[config.mk]
export PLATFORM = sky130hd
export DESIGN_NAME = line_point_generator_core
export DESIGN_NICKNAME = d
export VERILOG_FILES = /design/src/lpg_pkg.sv /design/src/lpg_front.sv /design/src/lpg_seg_fifo.sv /design/src/lpg_walker.sv /design/src/line_point_generator_core.sv
export SDC_FILE = /design/constraint.sdc
export NUM_CORES = 1
export LEC_CHECK = 0
export ABC_AREA = 1
export BUFFER_PORTS_ARGS = -buffer_cell sky130_fd_sc_hd__buf_2
export CAP_MARGIN = 15
export CORE_MARGIN = 2
export CORE_UTILIZATION = 35
export CTS_BUF_LIST = sky130_fd_sc_hd__clkbuf_8
export DETAILED_ROUTE_END_ITERATION = 8
export PLACE_DENSITY_LB_ADDON = 0.05
export SLEW_MARGIN = 20
export SYNTH_ARGS = -nofsm -noshare
export SYNTH_HDL_FRONTEND = slang
export SYNTH_SLANG_ARGS = --single-unit
[constraint.sdc]
create_clock -name clk -period 5.9 [get_ports clk]
set_input_delay 0.885 -clock clk [delete_from_list [all_inputs] [get_ports clk]]
set_output_delay 0.885 -clock clk [all_outputs]
set_load 0.01 [all_outputs]
[src/lpg_pkg.sv]
// Shared types and constants for the line point generator.
`default_nettype none
package lpg_pkg;

	localparam int COORD_W = 6;              // fixed width of coordinate fields on the ports
	localparam int ERR_W   = COORD_W + 2;    // signed Bresenham error, widest case
	localparam int SEG_FIFO_DEPTH = 2;       // line setups queued between front and walker

	typedef logic [COORD_W-1:0] coord_t;

	// One line request beat.
	typedef struct packed {
		coord_t start_x;
		coord_t start_y;
		coord_t end_x;
		coord_t end_y;
	} line_req_t;

	// One emitted point beat.
	typedef struct packed {
		coord_t point_x;
		coord_t point_y;
		logic   last_point;
	} line_pt_t;

	// Setup of one line, handed from front to walker.
	typedef struct packed {
		coord_t           cur_x;
		coord_t           cur_y;
		coord_t           end_x;
		coord_t           end_y;
		coord_t           abs_dx;
		coord_t           abs_dy;
		logic             neg_x;   // x steps down
		logic             neg_y;   // y steps down
		logic [ERR_W-1:0] err;     // initial error, two's complement
	} seg_setup_t;

	localparam int SEG_W = $bits(seg_setup_t);

endpackage
`default_nettype wire

[src/lpg_front.sv]
// Front end: masks request coordinates and computes the line setup.
`default_nettype none
module lpg_front import lpg_pkg::*; #(
	parameter int COORD_BITS = 6
) (
	input  wire line_req_t  req,
	output seg_setup_t      setup
);

	localparam int CW = COORD_BITS;

	logic [CW-1:0] sx, sy, ex, ey;
	logic [CW-1:0] adx, ady;
	logic          x_fwd, y_fwd;

	always_comb begin
		sx = req.start_x[CW-1:0];
		sy = req.start_y[CW-1:0];
		ex = req.end_x[CW-1:0];
		ey = req.end_y[CW-1:0];
		x_fwd = sx < ex;
		y_fwd = sy < ey;
		adx = x_fwd ? (ex - sx) : (sx - ex);
		ady = y_fwd ? (ey - sy) : (sy - ey);

		setup.cur_x  = COORD_W'(sx);
		setup.cur_y  = COORD_W'(sy);
		setup.end_x  = COORD_W'(ex);
		setup.end_y  = COORD_W'(ey);
		setup.abs_dx = COORD_W'(adx);
		setup.abs_dy = COORD_W'(ady);
		setup.neg_x  = ~x_fwd;
		setup.neg_y  = ~y_fwd;
		setup.err    = ERR_W'(adx) - ERR_W'(ady);
	end

endmodule
`default_nettype wire

[src/lpg_seg_fifo.sv]
// Small register queue of line setups between front and walker.
`default_nettype none
module lpg_seg_fifo import lpg_pkg::*; #(
	parameter int DEPTH = 2
) (
	input  wire        clk,
	input  wire        arst_n,
	input  wire        wr_en,
	input  wire seg_setup_t wr_data,
	output logic       full,
	input  wire        rd_en,
	output seg_setup_t rd_data,
	output logic       empty
);

	localparam int AW = (DEPTH > 1) ? $clog2(DEPTH) : 1;

	seg_setup_t      mem_q [DEPTH];
	logic [AW:0]     wptr_q, rptr_q;

	assign empty   = (wptr_q == rptr_q);
	assign full    = (wptr_q[AW-1:0] == rptr_q[AW-1:0]) && (wptr_q[AW] != rptr_q[AW]);
	assign rd_data = mem_q[rptr_q[AW-1:0]];

	always_ff @(posedge clk or negedge arst_n) begin
		if (!arst_n) begin
			wptr_q <= '0;
			rptr_q <= '0;
		end else begin
			if (wr_en && !full)
				wptr_q <= wptr_q + 1'b1;
			if (rd_en && !empty)
				rptr_q <= rptr_q + 1'b1;
		end
	end

	always_ff @(posedge clk) begin
		if (wr_en && !full)
			mem_q[wptr_q[AW-1:0]] <= wr_data;
	end

endmodule
`default_nettype wire

[src/lpg_walker.sv]
// Back end: walks one Bresenham line a point per cycle into an output register, while that register is free.
`default_nettype none
module lpg_walker import lpg_pkg::*; #(
	parameter int COORD_BITS = 6
) (
	input  wire        clk,
	input  wire        arst_n,
	input  wire seg_setup_t seg,
	input  wire        seg_empty,
	output logic       seg_pop,
	output line_pt_t   pt,
	output logic       empty,
	input  wire        pop
);

	localparam int CW = COORD_BITS;
	localparam int EW = CW + 2;

	typedef enum logic [1:0] {
		ST_IDLE = 2'b01,
		ST_WALK = 2'b10
	} walk_state_t;

	walk_state_t    state_q;
	logic [CW-1:0]  cur_x_q, cur_y_q, end_x_q, end_y_q, adx_q, ady_q;
	logic           neg_x_q, neg_y_q;
	logic [EW-1:0]  err_q;
	logic           out_valid_q;
	line_pt_t       out_q;

	logic           slot_free, at_end, step_x, step_y;
	logic signed [EW:0] e2, dx_s, dy_s;
	logic [EW-1:0]  err_nxt;

	assign slot_free = !out_valid_q || pop;
	assign at_end    = (cur_x_q == end_x_q) && (cur_y_q == end_y_q);
	assign seg_pop   = (state_q == ST_IDLE) && !seg_empty;
	assign empty     = !out_valid_q;
	assign pt        = out_q;

	always_comb begin
		e2     = $signed({err_q, 1'b0});
		dx_s   = $signed({3'b000, adx_q});
		dy_s   = -$signed({3'b000, ady_q});
		step_x = (e2 >= dy_s);
		step_y = (e2 <= dx_s);
		err_nxt = err_q
			+ (step_x ? (EW'(0) - EW'(ady_q)) : EW'(0))
			+ (step_y ? EW'(adx_q) : EW'(0));
	end

	always_ff @(posedge clk or negedge arst_n) begin
		if (!arst_n) begin
			state_q     <= ST_IDLE;
			out_valid_q <= 1'b0;
		end else begin
			if (state_q == ST_WALK && slot_free)
				out_valid_q <= 1'b1;
			else if (pop && out_valid_q)
				out_valid_q <= 1'b0;
			unique case (state_q)
				ST_IDLE: begin
					if (!seg_empty)
						state_q <= ST_WALK;
				end
				ST_WALK: begin
					if (slot_free && at_end)
						state_q <= ST_IDLE;
				end
				default: state_q <= ST_IDLE;
			endcase
		end
	end

	always_ff @(posedge clk) begin
		if (seg_pop) begin
			cur_x_q <= seg.cur_x[CW-1:0];
			cur_y_q <= seg.cur_y[CW-1:0];
			end_x_q <= seg.end_x[CW-1:0];
			end_y_q <= seg.end_y[CW-1:0];
			adx_q   <= seg.abs_dx[CW-1:0];
			ady_q   <= seg.abs_dy[CW-1:0];
			neg_x_q <= seg.neg_x;
			neg_y_q <= seg.neg_y;
			err_q   <= seg.err[EW-1:0];
		end else if (state_q == ST_WALK && slot_free) begin
			out_q.point_x    <= COORD_W'(cur_x_q);
			out_q.point_y    <= COORD_W'(cur_y_q);
			out_q.last_point <= at_end;
			err_q <= err_nxt;
			if (step_x)
				cur_x_q <= neg_x_q ? cur_x_q - 1'b1 : cur_x_q + 1'b1;
			if (step_y)
				cur_y_q <= neg_y_q ? cur_y_q - 1'b1 : cur_y_q + 1'b1;
		end
	end

endmodule
`default_nettype wire

[src/line_point_generator_core.sv]
// Top level of the Bresenham line point generator.
// Request path: setup queue, then walker load, then first point registered on pt.
// Throughput: max(|dx|,|dy|)+1 point beats per line, one per cycle unless pt is stalled,
//   and a walker load per line; the two-line setup queue lets requests be taken while a walk runs.
// Reset: arst_n clears the queue pointers, walker state and output valid; no points pending.
`default_nettype none
module line_point_generator_core import lpg_pkg::*; #(
	parameter int COORD_BITS = 6
) (
	input  wire        clk,
	input  wire        arst_n,
	// request side: one beat per line
	input  wire        push,
	output logic       full,
	input  wire line_req_t req,
	// point side: one beat per point, last_point marks the end point
	output logic       empty,
	input  wire        pop,
	output line_pt_t   pt
);

	seg_setup_t setup, seg;
	logic       seg_empty, seg_pop;

	// front: coordinate masking, deltas, step directions, initial error
	lpg_front #(.COORD_BITS(COORD_BITS)) u_front (
		.req   (req),
		.setup (setup)
	);

	// decouples request intake from the point walk
	lpg_seg_fifo #(.DEPTH(SEG_FIFO_DEPTH)) u_fifo (
		.clk     (clk),
		.arst_n  (arst_n),
		.wr_en   (push),
		.wr_data (setup),
		.full    (full),
		.rd_en   (seg_pop),
		.rd_data (seg),
		.empty   (seg_empty)
	);

	// back: one error update and step per point, registered output beat
	lpg_walker #(.COORD_BITS(COORD_BITS)) u_walker (
		.clk       (clk),
		.arst_n    (arst_n),
		.seg       (seg),
		.seg_empty (seg_empty),
		.seg_pop   (seg_pop),
		.pt        (pt),
		.empty     (empty),
		.pop       (pop)
	);

endmodule
`default_nettype wire
==> qor.yml <==
setup_path:
  critical_setup_path_class: "flop to flop"
  kind_of_cell_with_the_highest_combined_delay_on_the_critical_path: "adder cells"
  crit-reg2reg-launch: "u_walker.ady_q[0]$_DFFE_PP_"
  rr_worst_depth: 26
  cp_data_arrival_time_ps: 4460
  largest_incremental_delay_on_the_critical_path_ps: 480
  reg2reg_capture_point: "u_walker.err_q[6]$_DFFE_PP_"
  crit_fanout: 6
  timing.reg2reg.setup_slack_ps: 1640
  cp_bufs_invs: 4
  worst-path-stages: 26
  timing.critical_path.required_ps: 6100
  crit_top_cell: "sky130_fd_sc_hd__nand2_1"
  critPathLaunchType: "flop"
  critical_path.endpoint_type: "flop"
  slowest_stage: "sky130_fd_sc_hd__fa_1"
clock_network:
  ctsHtreeMaxLevel: 4
  clock_sinks: 156
  root_buffer: "sky130_fd_sc_hd__clkbuf_8"
  clk_path_buf_depth: 2
  worstSkewPairLatency_ps: 450
  cts_made_buffers: 17
  cts.clk_slew.worst_paths_ps: 90
  post_cts_hold_buffer_count: 0
  cts.repair.resized: 0
  clock_tree_from_tritoncts: "built"
  cts_post_setup_buffers_inserted: 0
synthesis:
  synthesis.nets: 888
  netlist_instances: 789
  ys_ff_latch: 156
  ys_seq_area_share_pct: 56.0
  synthesis.area_mm2: 0.00830
  synthesis.area_per_instance_um2: 10.5
  total_of_warnings_raised_by_yosys: 0
  post_synth_num_cell_types: 40
cells_and_area:
  layout.nets: 940
  finalCoreUtilization_pct: 39.5
  drive_gt1_share_pct: 11.8
  final_cell_count_no_fill: 1173
  area_added_between_synthesis_and_finish_pct: 11.4
  final_design_area_no_fill_mm2: 0.00925
  n_antenna_cell: 0
place:
  gpl.final_weighted_congestion: 0.827
  post_dp_cell_area_mm2: 0.00888
  dp_hpwl_um: 13400
  numPortBuffers: 42
  dp_worst_setup_slack_ps: 1610
  dpl.cell_count: 1141
pwr:
  power.density_cell_area_mw_per_mm2: 624
  ir_drop_v: 0.000244
  design_power_total_mw: 5.77
  p_leak_nw: 4.11
die:
  floorplan.die.width_um: 158
  die_area_mm2: 0.0250
  io_pins: 43
  floorplan.initialDensity_pct: 35.5
  chipHeight_um: 158
  floorplan.rows: 56
  fp.coreArea_mm2: 0.0234
timing:
  worst_clock_skew_ps: 12.1
  rsz0062_at_grt: "no"
  tns_ps: 0
  min_period_ps: 4260
  worstMarginPinSlew_ps: 742
  fin_crit_share_pct: 72.2
  max_slew_margin_pct: 50.5
  final_critical_path_setup_slack_ps: 1640
  final_hold_slack_ps: 247
  fmaxAchievable_ghz: 0.235
  timing.final.hold_violations: 0
  report.final.slew_viol_count: 0
  setup_viol_count_final: 0
grt:
  grt_antenna_before_repair: 0
  first_pass_grt_wire_length_um: 29800
  grt_most_used_layer: "met2"
  grt_overflow: 0
  groute.layer.met1.usage_pct: 23.4
  grt_util_met2_pct: 24.4
  gr-usage-all-layers_pct: 16.0
  grt_util_met3_pct: 2.79
  grt_pass1_vias: 5321
  maximum_number_of_pins_on_one_net_before_global_route_repair: 54
route:
  route.detailed.vias_per_inst: 4.47
  wl_per_cell_um: 15.7
  detail-route-antenna-nets: 0
  first_pass_iters: 4
  route.detailed.drc: 0
  drt-initial-drc-count: 336
  num_vias: 5246
  routed_wl_um: 18400
worst_hold_path:
  min_path_type: "input pin to asynchronous set/reset pin"
status:
  outcome: "finished clean"
run:
  drv.max_cap_violation_count: 0
-- registers in the layout (all words and copies together), names as in the netlist --
signal / cells
u_walker.state_q: 2
u_walker.pt: 13
u_fifo.mem_q: 90
u_walker.end_x_q: 6
u_walker.out_valid_q: 1
u_fifo.rptr_q: 2
u_fifo.wptr_q: 2
u_walker.err_q: 8
u_walker.neg_y_q: 1
u_walker.neg_x_q: 1
u_walker.cur_y_q: 6
u_walker.ady_q: 6
u_walker.adx_q: 6
u_walker.end_y_q: 6
u_walker.cur_x_q: 6
-- cells in the mapped netlist --
master | n | area (um2)
sky130_fd_sc_hd__a31oi_2 | 1 | 12.5
sky130_fd_sc_hd__nor3_1 | 2 | 10.0
sky130_fd_sc_hd__a31oi_1 | 12 | 75.1
sky130_fd_sc_hd__buf_1 | 4 | 15.0
sky130_fd_sc_hd__a21oi_2 | 1 | 8.76
sky130_fd_sc_hd__ha_1 | 57 | 713
sky130_fd_sc_hd__a211oi_1 | 2 | 15.0
sky130_fd_sc_hd__or2_1 | 2 | 12.5
sky130_fd_sc_hd__buf_2 | 2 | 10.0
sky130_fd_sc_hd__o211ai_1 | 3 | 22.5
sky130_fd_sc_hd__fa_1 | 14 | 280
sky130_fd_sc_hd__and3_1 | 1 | 6.26
sky130_fd_sc_hd__buf_4 | 2 | 15.0
sky130_fd_sc_hd__o21ai_2 | 3 | 26.3
sky130_fd_sc_hd__or2_2 | 5 | 31.3
sky130_fd_sc_hd__xnor2_1 | 21 | 184
sky130_fd_sc_hd__inv_4 | 1 | 6.26
sky130_fd_sc_hd__a21oi_4 | 2 | 32.5
sky130_fd_sc_hd__nand2_2 | 6 | 37.5
sky130_fd_sc_hd__nand3_1 | 16 | 80.1
sky130_fd_sc_hd__edfxtp_1 | 149 | 4470
sky130_fd_sc_hd__a21oi_1 | 24 | 120
sky130_fd_sc_hd__o21ai_0 | 13 | 65.1
sky130_fd_sc_hd__inv_2 | 4 | 15.0
sky130_fd_sc_hd__nand3_4 | 1 | 17.5
sky130_fd_sc_hd__a21o_1 | 7 | 52.6
sky130_fd_sc_hd__nor4_1 | 1 | 6.26
sky130_fd_sc_hd__nor3b_1 | 2 | 15.0
sky130_fd_sc_hd__o32ai_1 | 3 | 26.3
sky130_fd_sc_hd__xor2_1 | 23 | 201
sky130_fd_sc_hd__clkbuf_2 | 1 | 5.00
sky130_fd_sc_hd__dfstp_2 | 1 | 26.3
sky130_fd_sc_hd__clkbuf_1 | 3 | 11.3
sky130_fd_sc_hd__o21ai_1 | 2 | 10.0
sky130_fd_sc_hd__nand2_1 | 218 | 818
sky130_fd_sc_hd__nor2_1 | 49 | 184
sky130_fd_sc_hd__inv_1 | 114 | 428
sky130_fd_sc_hd__dfrtp_1 | 6 | 150
sky130_fd_sc_hd__nand4_1 | 8 | 50.1
sky130_fd_sc_hd__buf_6 | 3 | 33.8
-- report_power, final --
group	leakage (nW)	switching (mW)	internal [mW]
combinational	2.44	1.81	1.03
sequential	1.48	0.238	1.94
clock	0.196	0.391	0.367
-- metal layers --
| metal | routed length, um | up-vias |
|---|---|---|
| li1 | - | 2697 |
| met1 | 9730 | 2464 |
| met2 | 8010 | 68 |
| met3 | 473 | 17 |
| met4 | 204 | 0 |
| met5 | 0 | - |
-- area by class of cell --
cell class	count	area [um2]
tap	319	399
clock inverter	15	134
sequential	156	4650
fill	2322	14200
inverter	119	449
clock buffer	17	234
timing repair buffer	48	255
multi-input combinational	499	3130
-- how the worst max path moves through the flow --
stage | start | endpoint | slack, ps
global placement | u_walker.ady_q[0]$_DFFE_PP_ | u_walker.err_q[6]$_DFFE_PP_ | 1710
floorplan | u_walker.ady_q[0]$_DFFE_PP_ | u_walker.err_q[6]$_DFFE_PP_ | 2200
global route | u_walker.ady_q[0]$_DFFE_PP_ | u_walker.err_q[6]$_DFFE_PP_ | 1180
detailed placement | u_walker.ady_q[0]$_DFFE_PP_ | u_walker.err_q[6]$_DFFE_PP_ | 1610
CTS | u_walker.ady_q[0]$_DFFE_PP_ | u_walker.err_q[7]$_DFFE_PP_ | 1610
finish | u_walker.ady_q[0]$_DFFE_PP_ | u_walker.err_q[6]$_DFFE_PP_ | 1640
-- cell usage in the layout, fill, tap and decap left out, types with 3 or more instances in the layout --
cell / netlist / layout
sky130_fd_sc_hd__o211ai_1: 3 / 3
sky130_fd_sc_hd__o21ai_2: 3 / 3
sky130_fd_sc_hd__a31oi_1: 12 / 12
sky130_fd_sc_hd__inv_1: 114 / 118
sky130_fd_sc_hd__nor2_1: 49 / 47
sky130_fd_sc_hd__o21ai_0: 13 / 13
sky130_fd_sc_hd__nand2_1: 218 / 218
sky130_fd_sc_hd__o32ai_1: 3 / 3
sky130_fd_sc_hd__a21oi_1: 24 / 24
sky130_fd_sc_hd__fa_1: 14 / 14
sky130_fd_sc_hd__xor2_1: 23 / 23
sky130_fd_sc_hd__buf_4: 2 / 6
sky130_fd_sc_hd__inv_2: 4 / 4
sky130_fd_sc_hd__ha_1: 57 / 57
sky130_fd_sc_hd__nand2_2: 6 / 6
sky130_fd_sc_hd__edfxtp_1: 149 / 149
sky130_fd_sc_hd__xnor2_1: 21 / 21
sky130_fd_sc_hd__a21o_1: 7 / 7
sky130_fd_sc_hd__or2_2: 5 / 5
sky130_fd_sc_hd__dfrtp_1: 6 / 6
sky130_fd_sc_hd__nand3_1: 16 / 16
sky130_fd_sc_hd__nand4_1: 8 / 8
sky130_fd_sc_hd__buf_2: 2 / 42
sky130_fd_sc_hd__clkbuf_8: 0 / 17
-- kinds of logic after synthesis --
family                   share of synthesized area, %
AND/OR/NAND/NOR                                  15.3
XOR/XNOR                                         4.64
flip-flops                                       56.0
adder cells (fa/ha/maj)                          12.0
AO/OA/AOI/OAI                                    5.62
buffers and inverters                            6.49
(Power assumes the default switching activity.)
